**config.mk**
```make
export PLATFORM = sky130hd
export DESIGN_NAME = sha_core
export DESIGN_NICKNAME = d
export VERILOG_FILES = /design/src/hw/rtl/sha_pkg.sv /design/src/hw/rtl/sha_core.sv
export SDC_FILE = /design/constraint.sdc
export NUM_CORES = 2
export LEC_CHECK = 0
export BUFFER_PORTS_ARGS = -buffer_cell sky130_fd_sc_hd__buf_4
export CAP_MARGIN = 5
export CORE_ASPECT_RATIO = 2
export CORE_MARGIN = 3
export CORE_UTILIZATION = 40
export CTS_CLUSTER_DIAMETER = 60
export DETAILED_ROUTE_END_ITERATION = 7
export GPL_ROUTABILITY_DRIVEN = 0
export SLEW_MARGIN = 20
export SYNTH_ARGS = -nofsm -noshare
export SYNTH_HDL_FRONTEND = slang
export SYNTH_SLANG_ARGS = --single-unit
```
**constraint.sdc**
```tcl
create_clock -name clk_i -period 16.2 [get_ports clk_i]
set_input_delay 0.81 -clock clk_i [delete_from_list [all_inputs] [get_ports clk_i]]
set_output_delay 0.81 -clock clk_i [all_outputs]
set_load 0.02 [all_outputs]
```
**src/hw/rtl/sha_pkg.sv**
```systemverilog
// Shared types, constants and round functions for the SHA-256 stream hasher.
package sha_pkg;

  typedef struct packed {
    logic [7:0] data_byte;
    logic       byte_valid;
    logic       end_of_message;
  } in_item_t;

  typedef struct packed {
    logic [31:0] digest_word;
    logic [2:0]  word_index;
    logic        last_word;
  } out_item_t;

  // Command passed from the front to the compression engine.
  typedef enum logic [1:0] {
    CMD_BLOCK = 2'd0,
    CMD_FINAL = 2'd1
  } cmd_e;

  typedef struct packed {
    cmd_e          cmd;
    logic [511:0]  block;
  } job_t;

  localparam int unsigned JobQDepth = 2;

  localparam logic [255:0] HashInit = {
    32'h6a09e667, 32'hbb67ae85, 32'h3c6ef372, 32'ha54ff53a,
    32'h510e527f, 32'h9b05688c, 32'h1f83d9ab, 32'h5be0cd19};

  localparam logic [7:0] PadByte   = 8'h80;
  localparam logic [5:0] LenOffset = 6'd56;

  function automatic logic [31:0] round_k(input logic [5:0] i);
    logic [31:0] k;
    case (i)
      6'd0: k = 32'h428a2f98; 6'd1: k = 32'h71374491; 6'd2: k = 32'hb5c0fbcf;
      6'd3: k = 32'he9b5dba5; 6'd4: k = 32'h3956c25b; 6'd5: k = 32'h59f111f1;
      6'd6: k = 32'h923f82a4; 6'd7: k = 32'hab1c5ed5; 6'd8: k = 32'hd807aa98;
      6'd9: k = 32'h12835b01; 6'd10: k = 32'h243185be; 6'd11: k = 32'h550c7dc3;
      6'd12: k = 32'h72be5d74; 6'd13: k = 32'h80deb1fe; 6'd14: k = 32'h9bdc06a7;
      6'd15: k = 32'hc19bf174; 6'd16: k = 32'he49b69c1; 6'd17: k = 32'hefbe4786;
      6'd18: k = 32'h0fc19dc6; 6'd19: k = 32'h240ca1cc; 6'd20: k = 32'h2de92c6f;
      6'd21: k = 32'h4a7484aa; 6'd22: k = 32'h5cb0a9dc; 6'd23: k = 32'h76f988da;
      6'd24: k = 32'h983e5152; 6'd25: k = 32'ha831c66d; 6'd26: k = 32'hb00327c8;
      6'd27: k = 32'hbf597fc7; 6'd28: k = 32'hc6e00bf3; 6'd29: k = 32'hd5a79147;
      6'd30: k = 32'h06ca6351; 6'd31: k = 32'h14292967; 6'd32: k = 32'h27b70a85;
      6'd33: k = 32'h2e1b2138; 6'd34: k = 32'h4d2c6dfc; 6'd35: k = 32'h53380d13;
      6'd36: k = 32'h650a7354; 6'd37: k = 32'h766a0abb; 6'd38: k = 32'h81c2c92e;
      6'd39: k = 32'h92722c85; 6'd40: k = 32'ha2bfe8a1; 6'd41: k = 32'ha81a664b;
      6'd42: k = 32'hc24b8b70; 6'd43: k = 32'hc76c51a3; 6'd44: k = 32'hd192e819;
      6'd45: k = 32'hd6990624; 6'd46: k = 32'hf40e3585; 6'd47: k = 32'h106aa070;
      6'd48: k = 32'h19a4c116; 6'd49: k = 32'h1e376c08; 6'd50: k = 32'h2748774c;
      6'd51: k = 32'h34b0bcb5; 6'd52: k = 32'h391c0cb3; 6'd53: k = 32'h4ed8aa4a;
      6'd54: k = 32'h5b9cca4f; 6'd55: k = 32'h682e6ff3; 6'd56: k = 32'h748f82ee;
      6'd57: k = 32'h78a5636f; 6'd58: k = 32'h84c87814; 6'd59: k = 32'h8cc70208;
      6'd60: k = 32'h90befffa; 6'd61: k = 32'ha4506ceb; 6'd62: k = 32'hbef9a3f7;
      default: k = 32'hc67178f2;
    endcase
    return k;
  endfunction

  function automatic logic [31:0] rotr(input logic [31:0] x, input int unsigned n);
    return (x >> n) | (x << (32 - n));
  endfunction

endpackage

```
**src/hw/rtl/sha_core.sv**
```systemverilog
// Compression engine: one round per cycle, digest word output register.
module sha_core (
  input  logic              clk_i,
  input  logic              rst_ni,
  input  logic              job_valid_i,
  output logic              job_ready_o,
  input  sha_pkg::job_t     job_i,
  output logic              empty,
  input  logic              pop,
  output sha_pkg::out_item_t out_o
);
  import sha_pkg::*;

  typedef enum logic [3:0] {
    C_IDLE = 4'b0001,
    C_RUN  = 4'b0010,
    C_ADD  = 4'b0100,
    C_OUT  = 4'b1000
  } state_e;

  state_e        state_q;
  logic [255:0]  h_q;
  logic [31:0]   v_q [8];
  logic [511:0]  w_q;
  logic [5:0]    rnd_q;
  logic          fin_q;
  logic [2:0]    idx_q;
  logic [31:0]   w0, w1, w9, w14, wn, t1, t2, s0, s1;
  logic [255:0]  sum;

  assign w0  = w_q[511:480];
  assign w1  = w_q[479:448];
  assign w9  = w_q[223:192];
  assign w14 = w_q[63:32];
  assign s0  = rotr(w1, 7) ^ rotr(w1, 18) ^ (w1 >> 3);
  assign s1  = rotr(w14, 17) ^ rotr(w14, 19) ^ (w14 >> 10);
  assign wn  = w0 + s0 + w9 + s1;
  assign t1  = v_q[7] + (rotr(v_q[4], 6) ^ rotr(v_q[4], 11) ^ rotr(v_q[4], 25))
             + ((v_q[4] & v_q[5]) ^ (~v_q[4] & v_q[6])) + round_k(rnd_q) + w0;
  assign t2  = (rotr(v_q[0], 2) ^ rotr(v_q[0], 13) ^ rotr(v_q[0], 22))
             + ((v_q[0] & v_q[1]) ^ (v_q[0] & v_q[2]) ^ (v_q[1] & v_q[2]));

  always_comb begin
    for (int j = 0; j < 8; j++)
      sum[255 - 32*j -: 32] = h_q[255 - 32*j -: 32] + v_q[j];
  end

  assign job_ready_o = state_q == C_IDLE;
  assign empty       = state_q != C_OUT;
  assign out_o.digest_word = h_q[255 - 32*idx_q -: 32];
  assign out_o.word_index  = idx_q;
  assign out_o.last_word   = idx_q == 3'd7;

  always_ff @(posedge clk_i or negedge rst_ni) begin
    if (!rst_ni) begin
      state_q <= C_IDLE;
      h_q     <= HashInit;
      rnd_q   <= '0;
      fin_q   <= 1'b0;
      idx_q   <= '0;
    end else begin
      case (state_q)
        C_IDLE: if (job_valid_i) begin
          fin_q   <= job_i.cmd == CMD_FINAL;
          rnd_q   <= '0;
          state_q <= C_RUN;
        end
        C_RUN: begin
          rnd_q <= rnd_q + 6'd1;
          if (rnd_q == 6'd63) state_q <= C_ADD;
        end
        C_ADD: begin
          h_q   <= sum;
          idx_q <= '0;
          state_q <= fin_q ? C_OUT : C_IDLE;
        end
        C_OUT: if (pop) begin
          idx_q <= idx_q + 3'd1;
          if (idx_q == 3'd7) begin
            h_q     <= HashInit;
            state_q <= C_IDLE;
          end
        end
        default: state_q <= C_IDLE;
      endcase
    end
  end

  always_ff @(posedge clk_i) begin
    if (state_q == C_IDLE && job_valid_i) begin
      w_q <= job_i.block;
      for (int j = 0; j < 8; j++) v_q[j] <= h_q[255 - 32*j -: 32];
    end else if (state_q == C_RUN) begin
      w_q <= {w_q[479:0], wn};
      v_q[7] <= v_q[6]; v_q[6] <= v_q[5]; v_q[5] <= v_q[4];
      v_q[4] <= v_q[3] + t1;
      v_q[3] <= v_q[2]; v_q[2] <= v_q[1]; v_q[1] <= v_q[0];
      v_q[0] <= t1 + t2;
    end
  end
endmodule

```
== Word-level counts from Yosys, hierarchy flattened ==
Memories as Yosys holds them, arrays and structs flattened.
Index checks and enable logic that the tools add are counted.
W data, S select, Z words.

* Output and inout port bits: 38
* Input bits: 518
* Register bits after elaboration: 782
* Memories: 2
* Memory bits (read-only): 2,048
* RAM bits: 256

{| class="wikitable"
|+ Memories
! memory !! depth !! width !! read ports !! clocked after memory_dff !! wr ports !! RTL line !! RTL
|-
| (no name shown) || 64 || 32 || 1 || 0 || 0 || sha_pkg.sv:38 || <nowiki>case (i)</nowiki>
|-
| v_q || 8 || 32 || 8 || 0 || 8 || sha_core.sv:23 || <nowiki>logic [31:0] v_q [8];</nowiki>
|}

* Shift-type cells: 1
* Bitwise operators: 35
* Reduce and logical (&&, ||, !) cells: 9
* Equality and inequality tests: 12
* Add/sub/neg operators: 21
* Mux-type cells: 28

{| class="wikitable"
|+ Operators with widths
! operator !! number
|-
| $mux W512 || 2
|-
| $add A32 B32 Y32 || 18
|-
| $mux W256 || 2
|-
| $pmux W256 S2 || 1
|-
| $xor A32 B32 Y32 || 9
|-
| $shiftx A287 B33 Y32 || 1
|-
| $mux W32 || 8
|-
| $and A32 B32 Y32 || 5
|-
| $not A32 Y32 || 1
|-
| $or A10 B32 Y32 || 1
|-
| $or A13 B32 Y32 || 1
|-
| $or A14 B32 Y32 || 1
|-
| $or A15 B32 Y32 || 1
|-
| $or A19 B32 Y32 || 1
|-
| $or A21 B32 Y32 || 1
|-
| $or A25 B32 Y32 || 1
|-
| $or A26 B32 Y32 || 1
|-
| $or A30 B32 Y32 || 1
|-
| $or A7 B32 Y32 || 1
|-
| $xor A32 B22 Y32 || 1
|-
| $xor A32 B29 Y32 || 1
|-
| $mux W4 || 5
|-
| $pmux W4 S4 || 1
|-
| $pmux W6 S2 || 1
|-
| other kinds (22) || 40
|}

== Logic depth before layout (Yosys ltp) ==
* Depth after elaboration: 9
* Gate-level depth with buffers: 40

== Worst setup path after synthesis ==
OpenSTA, ideal clock, no wires.

* Path kind: reg-to-reg
* From: reg state_q[0]
* To: reg rnd_q[0]
* Buffers on the path: 2
* Arrival time: 17,562 ps
* Path slack: -2,153 ps
* Clock period less this slack: 18,353 ps
* Setup time: 791 ps
* Cell stages (with the launch flop): 8
* Cell sequence: dfstp_2 -> nor4b_1 -> and2_1 -> clkbuf_1 -> clkbuf_1 -> nor2_1 -> inv_1 -> o21ai_0

* Word-level cells in the longest chain between the ends: 3
* Elaborated cells on any way between the ends: 6
* Classes of those cells: 3 x eq/ne; 1 x mux; 2 x reduce/logical

{| class="wikitable"
|+ Ends and longest elaborated chain
! what !! RTL line !! RTL
|-
| start, declared || sha_core.sv:21 || <nowiki>state_e state_q;</nowiki>
|-
| start signal, assigned || sha_core.sv:75 || <nowiki>state_q <= fin_q ? C_OUT : C_IDLE;</nowiki>
|-
| $eq A4 B1 Y1 * || n/a ||
|-
| net job_ready_o || sha_core.sv:6 || <nowiki>output logic job_ready_o,</nowiki>
|-
| $ne A2 B2 Y1 (no line) or $reduce_bool A2 Y1 (tied branches) || n/a ||
|-
| $reduce_and A2 Y1 (no line) || n/a ||
|-
| end signal, assigned || sha_core.sv:69 || <nowiki>rnd_q <= rnd_q + 6'd1;</nowiki>
|-
| end, declared || sha_core.sv:25 || <nowiki>logic [5:0] rnd_q;</nowiki>
|}

The timed path passes the listed nets; every way through them passes the cells marked *.
A chain may end at the register's enable or synchronous reset.

==> results.py <==
metrics = {
    "sta": {
        "hold_viol": 0,
        "fin_crit_ns": 10.06,
        "rsz0062_at_grt": "no",
        "slew_violations": 0,
        "skew_ns": 0.0576,
        "worst_pin_slew_ns": 1.25,
        "setup_viol": 0,
        "final.setup.tns_ns": 0,
        "layout_setup_ws_ns": 6.14,
        "slew-limit-headroom_pct": 16.6,
        "max_freq_ghz": 0.0994,
        "fin_crit_sh_pct": 62.1,
    },
    "detailed_routing": {
        "final_antenna_net_count": 0,
        "via_per_inst": 5.73,
        "wl_mm": 295,
        "drtPass1Iterations": 8,
        "routedWlPerCell_um": 27.7,
        "vias": 61143,
        "drc": 0,
        "drt_iter0_markers": 4717,
    },
    "cts": {
        "cts_resized": 0,
        "insertion_delay_ns": 0.77,
        "clock-root-buffer": "clkbuf_16",
        "path_clk_slew_ns": 0.07,
        "post_cts_buffers": 0,
        "h-tree-depth": 3,
        "cts_tree": "done",
        "cts_inserted_buffers": 101,
        "cts_sinks": 1038,
        "clk_path_buf_depth": 3,
        "cts_hold_buf": 0,
    },
    "critical_path": {
        "cp-start-kind": "register",
        "crit_type": "register to register",
        "regToRegSetupSlack_ns": 6.14,
        "crit_fanout": 24,
        "crit_arrival_ns": 10.54,
        "cp.required_ns": 16.67,
        "path_common_cell": "inv_1",
        "critPathCaptureType": "register",
        "cpMaxStageDelayCell": "dfrtp_1",
        "slowest_delay_ns": 0.94,
    },
    "floorplanning": {
        "die_w_um": 306,
        "dieArea_um2": 186000,
        "io_pins": 556,
        "core_um2": 179000,
        "rows": 219,
        "die_h_um": 607,
        "initial_core_util_pct": 40.4,
    },
    "global_routing": {
        "grt_pass1_vias": 62953,
        "grtUsageTotal_pct": 31.2,
        "antenna_found_initial": 18,
        "grt_pass1_wl_mm": 421,
        "gr-total-overflow": 0,
        "grt_max_degree": 197,
    },
    "finish": {
        "fin_area_um2": 82000,
        "nets": 9356,
        "filler_cell_count": 17341,
        "final_layout_size_suffix_gt1_share_pct": 13.6,
        "syn2layout_area_growth_pct": 13.7,
    },
    "placed_design": {
        "dp_hpwl_mm": 226,
        "preCtsSetupSlack_ns": 6.44,
        "portBuffers": 555,
        "placed_area_um2": 78500,
    },
    "yosys": {
        "synth_fp_nets": 8999,
        "yosysUniqueCellTypes": 96,
        "ys_seq_area_share_pct": 41.6,
        "netlist_instances": 7894,
        "synth_edf_count": 768,
        "synth_seq_cells": 1038,
        "netlist_area_um2": 72100,
        "yosys_warnings": 0,
        "synth_flop_cell": "edfxtp_1",
        "async_flop_share_pct": 26.0,
        "syn_avg_cell_area_um2": 9.14,
    },
    "job": {
        "max_cap_violations": 0,
    },
    "outcome": {
        "status": "finished, final reports clean",
    },
    "hold_path": {
        "hold_class": "input port to async pin",
    },
}
## layout make-up
type                    instances  area [um2]  share of cell area [%]
inverters                     459        1730                    2.11
flip-flops and latches       1038       30000                    36.6
clock inverters                58         773                   0.943
well taps                    2320        2900                    3.54
repair buffers                638        4860                    5.93
clock buffers                 125        2650                    3.23
diodes                         11        27.5                  0.0336
multi-input cells            6013       39100                    47.6
## metrics by stage
step / hold WS [ns] / utilization (%) / cells
after floorplan: 0.440 / - / 7894
after global placement: 0.489 / 44.0 / 10466
after detailed placement: 0.498 / 44.0 / 10466
after CTS: 0.119 / 45.9 / 10649
after global routing: 0.120 / 45.9 / 10654
final: 0.0900 / 45.9 / 10662
## per-layer routing
layer	vias up	share of wire (%)	GRT usage, %
li1	27732	-	-
met1	29555	30	28.2
met2	2704	50	56.1
met3	1140	6.8	7.12
met4	12	13	31.3
met5	-	0.025	0
## cell usage in the layout, fill, tap and decap left out, types with 21 or more instances in the layout
| cell type | instances |
|---|---|
| a31oi_1 | 47 |
| clkbuf_1 | 21 |
| mux2_2 | 57 |
| nand4_1 | 29 |
| buf_4 | 632 |
| o21bai_1 | 46 |
| or2_2 | 23 |
| edfxtp_1 | 768 |
| and3_1 | 31 |
| nor3_1 | 78 |
| mux4_2 | 73 |
| fa_1 | 195 |
| o31ai_1 | 40 |
| nand2b_1 | 74 |
| o21ai_0 | 442 |
| a21o_1 | 188 |
| a21oi_1 | 475 |
| o21ai_1 | 23 |
| nor2_1 | 329 |
| xor2_1 | 261 |
| ha_1 | 392 |
| dfrtp_1 | 127 |
| nand2_1 | 2327 |
| nand3_1 | 77 |
| o21a_1 | 44 |
| dfstp_2 | 137 |
| nor2b_1 | 45 |
| inv_1 | 457 |
| clkbuf_16 | 101 |
| o211ai_1 | 25 |
| xnor2_1 | 311 |
| a211oi_1 | 51 |
## cells by family (layout without fill, tap and decap cells)
logic type,after synthesis,in the layout,synth area share [%]
AND/OR/NAND/NOR,3106,3106,17.6
AO/OA/AOI/OAI,1596,1596,13.8
flip-flops,1038,1038,41.6
buffers and inverters,843,1280,4.39
adder cells (fa/ha/maj),591,591,12.3
XOR/XNOR,572,572,6.95
multiplexers,148,148,3.42
other,0,11,0
## critical path, delay by kind of cell, from the launching register on
family | cells | cell delay [ns]
adder cells (fa/ha/maj) | 7 | 3.08
AO/OA/AOI/OAI | 14 | 2.96
AND/OR/NAND/NOR | 7 | 1.60
flip-flops | 1 | 0.94
buffers and inverters | 5 | 0.68
XOR/XNOR | 3 | 0.55
## path summary, 6_finish.rpt
check / from / to / cells past startpoint
min reg2reg: w_q[415]$_DFFE_PP_ / w_q[447]$_DFFE_PP_ / 2
max reg2reg: rnd_q[1]$_DFFE_PN0P_ / v_q[0][31]$_DFFE_PP_ / 36
max in group asynchronous: rst_ni / idx_q[0]$_DFFE_PN0P_ / 3
min: rst_ni / h_q[198]$_DFFE_PN0P_ / 1
max: rnd_q[1]$_DFFE_PN0P_ / v_q[0][31]$_DFFE_PP_ / 36
min in group clk_i: job_i[133] / w_q[133]$_DFFE_PP_ / 3
## flip-flops by register name, summed over array words and instances, names as in the netlist
register,count
v_q,256
fin_q,1
idx_q,3
w_q,512
state_q,4
h_q,256
rnd_q,6
## Yosys cell counts, drive strengths merged (26+ instances only)
| cell | n | area share [%] |
|---|---|---|
| a211oi | 55 | 0.60 |
| a21o | 189 | 2.0 |
| a21oi | 477 | 3.3 |
| a31oi | 48 | 0.42 |
| and3 | 31 | 0.27 |
| buf | 36 | 0.19 |
| clkbuf | 348 | 1.8 |
| dfrtp | 133 | 4.6 |
| dfstp | 137 | 5.0 |
| edfxtp | 768 | 32 |
| fa | 195 | 5.4 |
| ha | 392 | 6.8 |
| inv | 458 | 2.4 |
| mux2 | 57 | 0.89 |
| mux4 | 73 | 2.3 |
| nand2 | 2328 | 12 |
| nand2b | 74 | 0.64 |
| nand3 | 77 | 0.53 |
| nand4 | 29 | 0.25 |
| nor2 | 329 | 1.7 |
| nor2b | 46 | 0.41 |
| nor3 | 79 | 0.55 |
| o211ai | 26 | 0.28 |
| o21a | 44 | 0.46 |
| o21ai | 468 | 3.3 |
| o21bai | 46 | 0.48 |
| o31ai | 42 | 0.45 |
| xnor2 | 311 | 3.8 |
| xor2 | 261 | 3.2 |
Power is left out: the tool's default activity adds up to more than one toggle a clock period on the data nets, which glitch-free logic cannot reach.
