==> src/hw/rtl/sha_pkg.sv <==
// Shared types, constants and round functions for the SHA-256 stream hasher.
package sha_pkg;

  typedef struct packed {
    logic [7:0] data_byte;
    logic       byte_valid;
    logic       end_of_message;
  } in_item_t;

  typedef struct packed {
    logic [31:0] digest_word;
    logic [2:0]  word_index;
    logic        last_word;
  } out_item_t;

  // Command passed from the front to the compression engine.
  typedef enum logic [1:0] {
    CMD_BLOCK = 2'd0,
    CMD_FINAL = 2'd1
  } cmd_e;

  typedef struct packed {
    cmd_e          cmd;
    logic [511:0]  block;
  } job_t;

  localparam int unsigned JobQDepth = 2;

  localparam logic [255:0] HashInit = {
    32'h6a09e667, 32'hbb67ae85, 32'h3c6ef372, 32'ha54ff53a,
    32'h510e527f, 32'h9b05688c, 32'h1f83d9ab, 32'h5be0cd19};

  localparam logic [7:0] PadByte   = 8'h80;
  localparam logic [5:0] LenOffset = 6'd56;

  function automatic logic [31:0] round_k(input logic [5:0] i);
    logic [31:0] k;
    case (i)
      6'd0: k = 32'h428a2f98; 6'd1: k = 32'h71374491; 6'd2: k = 32'hb5c0fbcf;
      6'd3: k = 32'he9b5dba5; 6'd4: k = 32'h3956c25b; 6'd5: k = 32'h59f111f1;
      6'd6: k = 32'h923f82a4; 6'd7: k = 32'hab1c5ed5; 6'd8: k = 32'hd807aa98;
      6'd9: k = 32'h12835b01; 6'd10: k = 32'h243185be; 6'd11: k = 32'h550c7dc3;
      6'd12: k = 32'h72be5d74; 6'd13: k = 32'h80deb1fe; 6'd14: k = 32'h9bdc06a7;
      6'd15: k = 32'hc19bf174; 6'd16: k = 32'he49b69c1; 6'd17: k = 32'hefbe4786;
      6'd18: k = 32'h0fc19dc6; 6'd19: k = 32'h240ca1cc; 6'd20: k = 32'h2de92c6f;
      6'd21: k = 32'h4a7484aa; 6'd22: k = 32'h5cb0a9dc; 6'd23: k = 32'h76f988da;
      6'd24: k = 32'h983e5152; 6'd25: k = 32'ha831c66d; 6'd26: k = 32'hb00327c8;
      6'd27: k = 32'hbf597fc7; 6'd28: k = 32'hc6e00bf3; 6'd29: k = 32'hd5a79147;
      6'd30: k = 32'h06ca6351; 6'd31: k = 32'h14292967; 6'd32: k = 32'h27b70a85;
      6'd33: k = 32'h2e1b2138; 6'd34: k = 32'h4d2c6dfc; 6'd35: k = 32'h53380d13;
      6'd36: k = 32'h650a7354; 6'd37: k = 32'h766a0abb; 6'd38: k = 32'h81c2c92e;
      6'd39: k = 32'h92722c85; 6'd40: k = 32'ha2bfe8a1; 6'd41: k = 32'ha81a664b;
      6'd42: k = 32'hc24b8b70; 6'd43: k = 32'hc76c51a3; 6'd44: k = 32'hd192e819;
      6'd45: k = 32'hd6990624; 6'd46: k = 32'hf40e3585; 6'd47: k = 32'h106aa070;
      6'd48: k = 32'h19a4c116; 6'd49: k = 32'h1e376c08; 6'd50: k = 32'h2748774c;
      6'd51: k = 32'h34b0bcb5; 6'd52: k = 32'h391c0cb3; 6'd53: k = 32'h4ed8aa4a;
      6'd54: k = 32'h5b9cca4f; 6'd55: k = 32'h682e6ff3; 6'd56: k = 32'h748f82ee;
      6'd57: k = 32'h78a5636f; 6'd58: k = 32'h84c87814; 6'd59: k = 32'h8cc70208;
      6'd60: k = 32'h90befffa; 6'd61: k = 32'ha4506ceb; 6'd62: k = 32'hbef9a3f7;
      default: k = 32'hc67178f2;
    endcase
    return k;
  endfunction

  function automatic logic [31:0] rotr(input logic [31:0] x, input int unsigned n);
    return (x >> n) | (x << (32 - n));
  endfunction

endpackage

==> src/hw/rtl/sha_jobq.sv <==
// Short job queue between the packer and the compression engine.
module sha_jobq (
  input  logic          clk_i,
  input  logic          rst_ni,
  input  logic          wr_valid_i,
  output logic          wr_ready_o,
  input  sha_pkg::job_t wr_job_i,
  output logic          rd_valid_o,
  input  logic          rd_ready_i,
  output sha_pkg::job_t rd_job_o
);
  import sha_pkg::*;

  job_t        mem_q [JobQDepth];
  logic        wp_q, rp_q;
  logic [1:0]  cnt_q;
  logic        wr, rd;

  assign wr_ready_o = cnt_q != 2'(JobQDepth);
  assign rd_valid_o = cnt_q != 2'd0;
  assign rd_job_o   = mem_q[rp_q];
  assign wr = wr_valid_i && wr_ready_o;
  assign rd = rd_valid_o && rd_ready_i;

  always_ff @(posedge clk_i) if (wr) mem_q[wp_q] <= wr_job_i;

  always_ff @(posedge clk_i or negedge rst_ni) begin
    if (!rst_ni) begin
      wp_q <= 1'b0; rp_q <= 1'b0; cnt_q <= '0;
    end else begin
      if (wr) wp_q <= ~wp_q;
      if (rd) rp_q <= ~rp_q;
      cnt_q <= cnt_q + {1'b0, wr} - {1'b0, rd};
    end
  end
endmodule

==> config.mk <==
export PLATFORM = sky130hd
export DESIGN_NAME = sha_jobq
export DESIGN_NICKNAME = d
export VERILOG_FILES = /design/src/hw/rtl/sha_pkg.sv /design/src/hw/rtl/sha_jobq.sv
export SDC_FILE = /design/constraint.sdc
export NUM_CORES = 1
export LEC_CHECK = 0
export BUFFER_PORTS_ARGS = -buffer_cell sky130_fd_sc_hd__clkbuf_2
export CAP_MARGIN = 10
export CORE_AREA = 2 2 397 399
export CTS_BUF_LIST = sky130_fd_sc_hd__clkbuf_8
export CTS_CLUSTER_DIAMETER = 30
export DETAILED_ROUTE_END_ITERATION = 7
export DIE_AREA = 0 0 399 401
export MAX_ROUTING_LAYER = met4
export RECOVER_POWER = 50
export REMOVE_ABC_BUFFERS = 1
export SYNTH_ARGS = -nofsm -noshare
export SYNTH_HDL_FRONTEND = slang
export SYNTH_SLANG_ARGS = --single-unit
==> constraint.sdc <==
create_clock -name clk_i -period 23 [get_ports clk_i]
set_clock_uncertainty 0.15 [all_clocks]
set_input_delay 3.45 -clock clk_i [delete_from_list [all_inputs] [get_ports clk_i]]
set_output_delay 3.45 -clock clk_i [all_outputs]
set_load 0.1 [all_outputs]
; After elaboration in Yosys (flattened, before gate mapping)
; Memory sizes are Yosys's and may differ from the RTL's.
; Index checks and enable logic that the tools add are counted.
[totals]
ramBits = 1028
ff_bits = 4
n_memories = 1
input_bits = 518
word_cells = 14
out_inout_bits = 516
[classes]
reduce_logical = 3
eq_ne = 1
n_bitwise = 2
add_sub_neg = 2
muxes = 2
[mem_list]
columns = name, words, word_bits, rd, rd_ports_with_merged_regs, wr, line
row1 = mem_q, 2, 514, 1, 0, 1, sha_jobq.sv:14  ; job_t mem_q [JobQDepth];
[op_table]
columns = operator, n
row1 = adder 2 x 1 -> 2 bit, 1
row2 = logical AND 1 bit, 2
row3 = two-way mux 1 bit, 2
row4 = "inequality test 2 bit, second input constant", 1
row5 = inverter 1 bit, 2
row6 = nonzero test 2 bit, 1
row7 = subtractor 2 x 1 -> 2 bit, 1

; Depth between registers and ports, before layout
; Gate-level depths: netlist (run 1).
[depth]
word_depth = 4
ltp_mapped = 7
ltp_nobuf = 7

; Worst setup path after synthesis (run 1)
; OpenSTA, ideal clock, no wires.
[synth_timing]
path_type = in2reg
from = in wr_valid_i
to = mem mem_q[0][0] (netlist bit) (enable)
slack_ns = -3.443
arrival_time_ns = 24.887
n_path_buf = 0
path_stages = 2
required_time_ns = 21.444
setup_ns = 1.406
cell_sequence = nand2_1 nor2_1
[synth_via]
elab_chain_len = 3
[synth_rtl]
columns = item, line
row1 = "start, declared", sha_jobq.sv:5  ; input logic wr_valid_i,
row2 = logical AND 1 bit, sha_jobq.sv:22  ; assign wr = wr_valid_i && wr_ready_o;
row3 = two-way mux 1 bit, sha_jobq.sv:25  ; always_ff @(posedge clk_i) if (wr) mem_q[wp_q] <= wr_job_i;
row4 = two-way mux 1 bit (not written as such), sha_jobq.sv:25
row5 = "end, declared", sha_jobq.sv:14
; Every way passes these cells.

; Final worst setup path (run 1)
[layout_timing]
from = in wr_valid_i
to = mem mem_q[1][245] (netlist bit) (enable)
; The elaborated chain is that of the path after synthesis.

==> flow_metrics.py, run 1 <==
metrics = {
    "floorplanning": {
        "die-height_um": 401,
        "die_area_mm2": 0.160,
        "die_x_um": 399,
        "pin_count": 1034,
        "start_util_pct": 24.9,
        "core_mm2": 0.156,
        "fp-row-count": 145,
    },
    "layout": {
        "drive_above_1_share_pct": 50.1,
        "final_common_cell": "edfxtp_1",
        "fin_nets": 3366,
        "final_cell_mix": "edfxtp_1 (1,028), clkbuf_2 (629), clkbuf_1 (405)",
        "postLayoutCoreUtil_pct": 32.7,
        "syn2layout_area_growth_pct": 31.5,
    },
    "run_status": {
        "status": "finished, violations left",
        "failed_checks": "capacitance limit, slew limit",
    },
    "place": {
        "post-dp-hpwl_um": 82200,
        "gp_congestion": 0.874,
        "io_buffers": 1033,
    },
    "worst_setup_path": {
        "rr_worst_depth": 5,
        "r2r_slack_ns": 11.50,
        "crit-reg2reg-capture": "mem_q[1][245]$_DFFE_PP_",
        "end_kind": "register",
        "worstPathArrival_ns": 13.91,
        "worstSetupStartpointType": "input pin",
        "path_max_fanout": 115,
        "r2r-start": "cnt_q[1]$_DFF_PN0_",
        "crit_path_start": "wr_valid_i",
        "setup.worst_path.end": "mem_q[1][245]$_DFFE_PP_",
        "cp.required_ns": 23.35,
        "crit_type": "input pin to register",
    },
    "yosys": {
        "synth_area_mm2": 0.0387,
        "ys_seq_elements": 1032,
        "synth_cell_types": 17,
        "seq_area_frac_synth_pct": 80.0,
        "syn_inst": 1616,
        "synth_warnings": 0,
        "postSynthAreaPerCell_um2": 23.9,
    },
    "cts": {
        "clockBufferDepth": 3,
        "htree_levels": 4,
        "root_buffer": "clkbuf_8",
        "clock_sinks": 1032,
        "clkLatencyLatePin_ns": 0.91,
        "cts_tree": "done",
        "postCtsHoldBufs": 0,
        "clk_pin_slew_ns": 0.05,
        "numCtsBuffers": 226,
        "post_cts_buffers": 0,
        "postCtsResizedCells": 0,
    },
    "flow_run": {
        "drv_cap": 6,
    },
    "grt": {
        "grt_pass1_wl_um": 153000,
        "grt_overflow": 0,
        "grt_pass1_vias": 21498,
        "antenna_found_initial": 44,
        "grt_max_degree": 116,
        "grt_usage_pct": 13.9,
    },
    "detailed_routing": {
        "post_drt_wl_per_cell_um": 22.2,
        "antenna_left": 0,
        "top_layer_used": "met4",
        "via_count": 20862,
        "vias_per_cell": 4.07,
        "first_iter_violations": 1524,
        "drcViolationCount": 0,
        "met3_length_um": 9950,
        "dr.pass1.iters": 5,
        "totalWireLength_um": 114000,
        "wl_met1_um": 43500,
        "wl_met2_um": 56600,
    },
    "timing": {
        "rsz0062_at_grt": "no",
        "hold_viol_final": 0,
        "setup_viol": 0,
        "drv_slew": 357,
        "max_freq_mhz": 73.7,
        "finalCriticalPeriod_ns": 13.56,
        "finalCritPeriodShare_pct": 59.0,
        "slew_headroom_pct": -365,
        "worstMarginPinSlew_ns": 6.98,
    },
    "worst_hold_path": {
        "hold_path_class": "register to register",
    },
}
worst max-delay path: stages:
cell and delay [ns]:
clkbuf_1 0.10, and3_1 1.55, clkbuf_1 2.26, clkbuf_1 5.00, buf_4 1.29
metal layers:
| metal | track usage (%) | vias up |
|---|---|---|
| met4 | 5.84 | 0 |
| met1 | 15.4 | 10655 |
| li1 | - | 9075 |
| met2 | 22.7 | 941 |
| met5 | - | - |
| met3 | 5.01 | 191 |
logic make-up after synthesis:
logic type | count (synthesis) | share of synthesized area (%)
adder cells (fa/ha/maj) | 2 | 0.0647
flip-flops | 1032 | 80.0
AND/OR/NAND/NOR | 6 | 0.0841
buffers and inverters | 58 | 1.38
multiplexers | 514 | 18.4
XOR/XNOR | 4 | 0.0905
registers in the layout (all words and copies together) (netlist names):
signal,cells
mem_q,1028
cnt_q,2
rp_q,1
wp_q,1
worst min-delay path by stage:
| stage | startpoint | end | slack, ns | depth (start not counted) |
|---|---|---|---|---|
| after global routing | wp_q$_DFFE_PN0N_ | wp_q$_DFFE_PN0N_ | 0.36 | 1 |
| final | wp_q$_DFFE_PN0N_ | wp_q$_DFFE_PN0N_ | 0.35 | 1 |
| after CTS | cnt_q[0]$_DFF_PN0_ | cnt_q[0]$_DFF_PN0_ | 0.37 | 1 |
| after floorplan | wp_q$_DFFE_PN0N_ | wp_q$_DFFE_PN0N_ | 0.31 | 1 |
| after detailed placement | cnt_q[0]$_DFF_PN0_ | cnt_q[0]$_DFF_PN0_ | 0.36 | 1 |
| after global placement | cnt_q[0]$_DFF_PN0_ | cnt_q[0]$_DFF_PN0_ | 0.36 | 1 |
final cells by class:
cell class | instances | area (um^2)
Antenna cell | 33 | 82.6
Multi-Input combinational cell | 526 | 7190
Fill cell | 15260 | 105000
Timing Repair Buffer | 1059 | 4840
Clock buffer | 226 | 3110
Inverter | 1 | 3.75
Sequential cell | 1032 | 31000
Clock inverter | 188 | 2120
Tap cell | 2058 | 2570
stage by stage:
step | TNS, ns | hold slack [ns] | setup slack, ns | cells | cell area, um^2
2_1_floorplan | -1769.65 | 0.311 | -3.44 | 1559 | 38200
3_3_place_gp | 0 | 0.357 | 14.00 | 4676 | 46100
3_5_place_dp | 0 | 0.357 | 13.98 | 4676 | 46100
4_1_cts | 0 | 0.369 | 13.06 | 5090 | 51400
5_1_grt | 0 | 0.364 | 8.51 | 5118 | 50900
6_report | 0 | 0.352 | 9.44 | 5123 | 50900
cell usage after synthesis (all sizes together):
library cell  number  area share, %
or2                1          0.016
and3               1          0.016
and2               1          0.016
edfxtp          1028             80
nand2              1         0.0097
buf               57            1.4
inv                1         0.0097
nand2b             1          0.016
xor2               1          0.023
xnor2              3          0.068
mux2             514             18
nor2               1         0.0097
ha                 2          0.065
dfrtp              4           0.26
Power of run 1 is not shown: default switching activity piles up to over one toggle a cycle in this logic, so the estimate is an artifact.
==> inputs of run 2 (changes only) <==
==> constraint.sdc (replaced) <==
create_clock -name clk_i -period 11.7 [get_ports clk_i]
set_clock_uncertainty 0.15 [all_clocks]
set_input_delay 1.755 -clock clk_i [delete_from_list [all_inputs] [get_ports clk_i]]
set_output_delay 1.755 -clock clk_i [all_outputs]
set_load 0.1 [all_outputs]
==> run 2 against run 1 <==
The run still ends with capacitance limit, slew limit left; clock-buffer cell count shrank 4; core utilization shrank 0.19 points; sequential share of layout area grew 0.36 points; critical path depth is the same; critical path type unchanged; critical endpoint is now mem_q[0][50]$_DFFE_PP_; largest cell class unchanged.
==> flow_metrics.py, run 2 (synthesis gave the netlist of run 1 again) <==
metrics = {
    "run_status": {
        "status": "finished, violations left",
        "failed_checks": "capacitance limit, slew limit",
    },
    "worst_setup_path": {
        "rr_worst_depth": 5,
        "cp.required_ns": 12.04,
        "worstSetupStartpointType": "input pin",
        "worstPathArrival_ns": 8.70,
        "crit-reg2reg-capture": "mem_q[0][50]$_DFFE_PP_",
        "r2r-start": "cnt_q[1]$_DFF_PN0_",
        "end_kind": "register",
        "r2r_slack_ns": 3.75,
        "crit_type": "input pin to register",
        "path_max_fanout": 154,
    },
    "layout": {
        "largest_reg_flops": 1028,
        "reg.largest.list": "mem_q: 1028 flops, cnt_q: 2 flops",
        "drive_above_1_share_pct": 51.2,
        "fill_cells": 15244,
        "final_common_cell": "edfxtp_1",
        "final_cell_mix": "edfxtp_1 (1,028), clkbuf_2 (677), clkbuf_1 (356)",
        "top_register": "mem_q",
        "syn2layout_area_growth_pct": 30.8,
        "final_cells": 5098,
        "fin_nets": 3350,
    },
    "detailed_routing": {
        "post_drt_wl_per_cell_um": 21.0,
        "via_count": 20345,
        "vias_per_cell": 3.99,
        "dr.pass1.iters": 6,
        "antenna_left": 0,
        "totalWireLength_um": 107000,
        "drcViolationCount": 0,
        "first_iter_violations": 1160,
    },
    "worst_hold_path": {
        "min_from": "wp_q$_DFFE_PN0N_",
        "worst_hold_path.endpoint": "wp_q$_DFFE_PN0N_",
        "hold_depth": 1,
        "hold_path_class": "register to register",
    },
    "timing": {
        "drv_slew": 386,
        "rsz0062_at_grt": "no",
        "setup_viol": 0,
        "finalCritPeriodShare_pct": 71.5,
        "hold_viol_final": 0,
        "slew_headroom_pct": -446,
        "finalSetupTns_ns": 0,
        "max_freq_mhz": 120,
        "finalCriticalPeriod_ns": 8.37,
        "worstMarginPinSlew_ns": 8.19,
        "hold_ws_ns": 0.367,
    },
    "cts": {
        "numCtsBuffers": 221,
        "clock_sinks": 1032,
        "root_buffer": "clkbuf_8",
        "post_cts_buffers": 0,
        "htree_levels": 4,
        "postCtsResizedCells": 0,
        "clockBufferDepth": 3,
        "cts_tree": "done",
        "clkLatencyLatePin_ns": 0.86,
        "postCtsHoldBufs": 0,
        "clk_pin_slew_ns": 0.05,
    },
    "place": {
        "io_buffers": 1033,
        "dpl.cell_count": 4665,
        "post-dp-hpwl_um": 76500,
        "gp_congestion": 0.888,
    },
    "grt": {
        "grt_overflow": 0,
        "grt_max_degree": 155,
        "grt_pass1_vias": 21121,
        "antenna_found_initial": 36,
        "grt_usage_pct": 13.2,
        "grt_pass1_wl_um": 146000,
    },
    "floorplanning": {
        "die_x_um": 399,
        "fp-row-count": 145,
        "die_area_mm2": 0.160,
        "pin_count": 1034,
        "core_mm2": 0.156,
        "die-height_um": 401,
        "start_util_pct": 24.9,
    },
    "flow_run": {
        "drv_cap": 4,
    },
}
==> run 2: worst max-delay path by stage <==
stage                           startpoint                      end  slack [ns]
after global routing            wr_valid_i  mem_q[0][429]$_DFFE_PP_        2.76
after detailed placement  rp_q$_DFFE_PN0P_            rd_job_o[513]        6.24
final                           wr_valid_i   mem_q[0][50]$_DFFE_PP_        3.33
after floorplan                 wr_valid_i    mem_q[0][0]$_DFFE_PP_      -13.05
after global placement    rp_q$_DFFE_PN0P_             rd_job_o[16]        6.28
after CTS                 rp_q$_DFFE_PN0P_             rd_job_o[62]        5.20
==> run 2: metal layers <==
metal	vias to the layer above	routed length [um]	GRT usage, %
met5	-	0	-
met4	0	2140	4.18
met3	155	9180	4.71
met2	838	54800	22.2
met1	10331	40900	14.4
li1	9021	-	-
==> run 2: worst max-delay path: stages <==
cell and delay [ns]:
clkbuf_1 0.08, nand2_1 0.10, nor2_1 0.14, clkdlybuf4s25_1 5.74, buf_12 0.38
==> run 2: final cells by class <==
cell class                 instances  area [um^2]  area share [%]
inverter                           1         3.75         0.00742
clock inverter                   193         1820            3.60
antenna                           18         45.0          0.0890
sequential                      1032        31000            61.2
multi-input combinational        526         7190            14.2
timing repair buffer            1048         4930            9.75
tap                             2058         2570            5.09
clock buffer                     222         3060            6.04
==> run 2: metrics by stage <==
step	worst slack [ns]	utilization, %	cell area (um^2)
floorplan	-13.05	-	38200
global placement	6.28	29.7	46200
detailed placement	6.24	29.7	46200
CTS	5.20	32.8	51100
global route	2.76	32.5	50600
finish	3.33	32.5	50600
Power of run 2 is left out for the same reason.
==> inputs of run 3 (changes only) <==
==> constraint.sdc (replaced) <==
create_clock -name clk_i -period 8.35 [get_ports clk_i]
set_clock_uncertainty 0.15 [all_clocks]
set_input_delay 1.2525 -clock clk_i [delete_from_list [all_inputs] [get_ports clk_i]]
set_output_delay 1.2525 -clock clk_i [all_outputs]
set_load 0.1 [all_outputs]
==> run 3 against run 2 <==
The run still ends with capacitance limit, slew limit left; worst setup slack worse by 1.3 ns; first-iteration DRC count is 4.6% lower; flip-flop and latch count stayed put; worst hold slack worse by 0.046 ns; non-clock buffer count is 11 higher; highest routed layer unchanged; clock-buffer cell count is 6 higher; via count is 1.5% higher; sequential share of layout area is 0.59 points lower.
==> flow_metrics.py, run 3 (synthesis gave the netlist of run 1 again) <==
metrics = {
    "timing": {
        "worstMarginPinSlew_ns": 3.25,
        "rsz0062_at_grt": "no",
        "setup_viol": 0,
        "max_freq_mhz": 159,
        "finalCritPeriodShare_pct": 75.4,
        "hold_viol_final": 0,
        "slew_headroom_pct": -117,
        "finalSetupTns_ns": 0,
        "drv_slew": 374,
        "finalCriticalPeriod_ns": 6.30,
        "setup_slack_ns": 2.05,
    },
    "worst_hold_path": {
        "hold_depth": 1,
        "hold_path_class": "input pin to register",
    },
    "worst_setup_path": {
        "worst_path_max_delay_cell": "dfrtp_1",
        "crit_top_cell": "buf_12",
        "worstPathArrival_ns": 4.89,
        "r2r_slack_ns": 2.33,
        "cp_slowest_stage_delay_ns": 1.89,
        "rr_worst_depth": 5,
        "cp.required_ns": 6.95,
        "crit_chain": "buf_12 -> buf_12 -> mux2_2 -> clkbuf_2",
        "worstSetupStartpointType": "register",
        "end_kind": "output pin",
        "crit_type": "register to output pin",
        "path_max_fanout": 74,
    },
    "run_status": {
        "failed_checks": "capacitance limit, slew limit",
        "status": "finished, violations left",
    },
    "grt": {
        "antenna_found_initial": 28,
        "grt_pass1_vias": 21420,
        "grt_pass1_wl_um": 149000,
        "grt_max_degree": 131,
        "grt_overflow": 0,
        "grt_usage_pct": 13.5,
    },
    "place": {
        "gp_congestion": 0.984,
        "post_dp_cell_area_mm2": 0.0463,
        "post-dp-hpwl_um": 79200,
        "io_buffers": 1033,
        "place_ws_ns": 4.04,
    },
    "layout": {
        "reg.largest.list": "mem_q: 1028 flops, cnt_q: 2 flops",
        "fin_area_mm2": 0.0511,
        "top_register": "mem_q",
        "fill_cells": 15229,
        "syn2layout_area_growth_pct": 32.0,
        "fin_nets": 3366,
        "largest_reg_flops": 1028,
        "drive_above_1_share_pct": 51.6,
        "final_cell_mix": "edfxtp_1 (1,028), clkbuf_2 (669), clkbuf_1 (365)",
        "final_common_cell": "edfxtp_1",
    },
    "cts": {
        "numCtsBuffers": 226,
        "clkLatencyLatePin_ns": 0.95,
        "cts_tree": "done",
        "postCtsResizedCells": 0,
        "post_cts_buffers": 0,
        "htree_levels": 4,
        "clock_sinks": 1032,
        "root_buffer": "clkbuf_8",
        "clk_pin_slew_ns": 0.06,
        "clockBufferDepth": 3,
    },
    "detailed_routing": {
        "antenna_left": 0,
        "totalWireLength_um": 110000,
        "post_drt_wl_per_cell_um": 21.4,
        "first_iter_violations": 1107,
        "drcViolationCount": 0,
        "via_count": 20657,
        "vias_per_cell": 4.03,
        "dr.pass1.iters": 5,
    },
    "floorplanning": {
        "die_area_mm2": 0.160,
        "fp-row-count": 145,
        "die-height_um": 401,
        "core_mm2": 0.156,
        "start_util_pct": 24.9,
        "die_x_um": 399,
        "pin_count": 1034,
    },
    "flow_run": {
        "drv_cap": 6,
    },
}
## run 3: changes by cell type in the layout (fill, tap and decap cells not counted), moves of 6 or more
cell        change
buf_4           +9
bufinv_16       +9
clkbuf_1        +9
clkbuf_2        -8
clkinv_1        -7
clkbuf_8        +6
clkinv_4        -6
clkinvlp_4      +6
## run 3: through the flow
step	hold WS [ns]	util, %	instances
global route	0.226	32.8	5121
global placement	0.347	29.7	4675
detailed placement	0.359	29.7	4675
floorplan	0.311	-	1559
finish	0.321	32.8	5124
CTS	0.178	33.1	5101
## run 3: worst paths after layout
check / from / endpoint
worst max register to register: cnt_q[1]$_DFF_PN0_ / mem_q[0][218]$_DFFE_PP_
worst min register to register: wp_q$_DFFE_PN0N_ / wp_q$_DFFE_PN0N_
worst min-delay path: wr_job_i[55] / mem_q[1][55]$_DFFE_PP_
max in group asynchronous: rst_ni / rp_q$_DFFE_PN0P_
worst max-delay path: rp_q$_DFFE_PN0P_ / rd_job_o[49]
min in group asynchronous: rst_ni / cnt_q[1]$_DFF_PN0_
## run 3: layout make-up
type	instances	area, um^2	area share, %
sequential	1032	31000	60.6
clock buffer	228	3140	6.14
tap	2058	2570	5.04
timing repair buffer	1059	5010	9.81
clock inverter	197	2130	4.18
multi-input combinational	526	7190	14.1
antenna	23	57.6	0.113
inverter	1	3.75	0.00735
## run 3: critical path: cells and delay by family, from the launching register on
kind,cells,cell delay [ns]
muxes,1,0.41
buffers and inverters,3,1.32
DFF,1,1.89
## run 3: repair_timing
| item | CTS | global route |
|---|---|---|
| endpoints found under the hold margin | 4 | 0 |
| endpoints found under the setup margin | 0 | 0 |
| hold buffers | 1 | 0 |
## run 3: per-layer routing
layer | GRT usage (%) | vias to the layer above | wire length, um
met5 | - | - | 0
li1 | - | 9073 | -
met1 | 14.4 | 10477 | 40900
met3 | 5.46 | 199 | 10100
met4 | 6.43 | 0 | 3480
met2 | 21.8 | 908 | 55000
Power of run 3 is left out for the same reason.
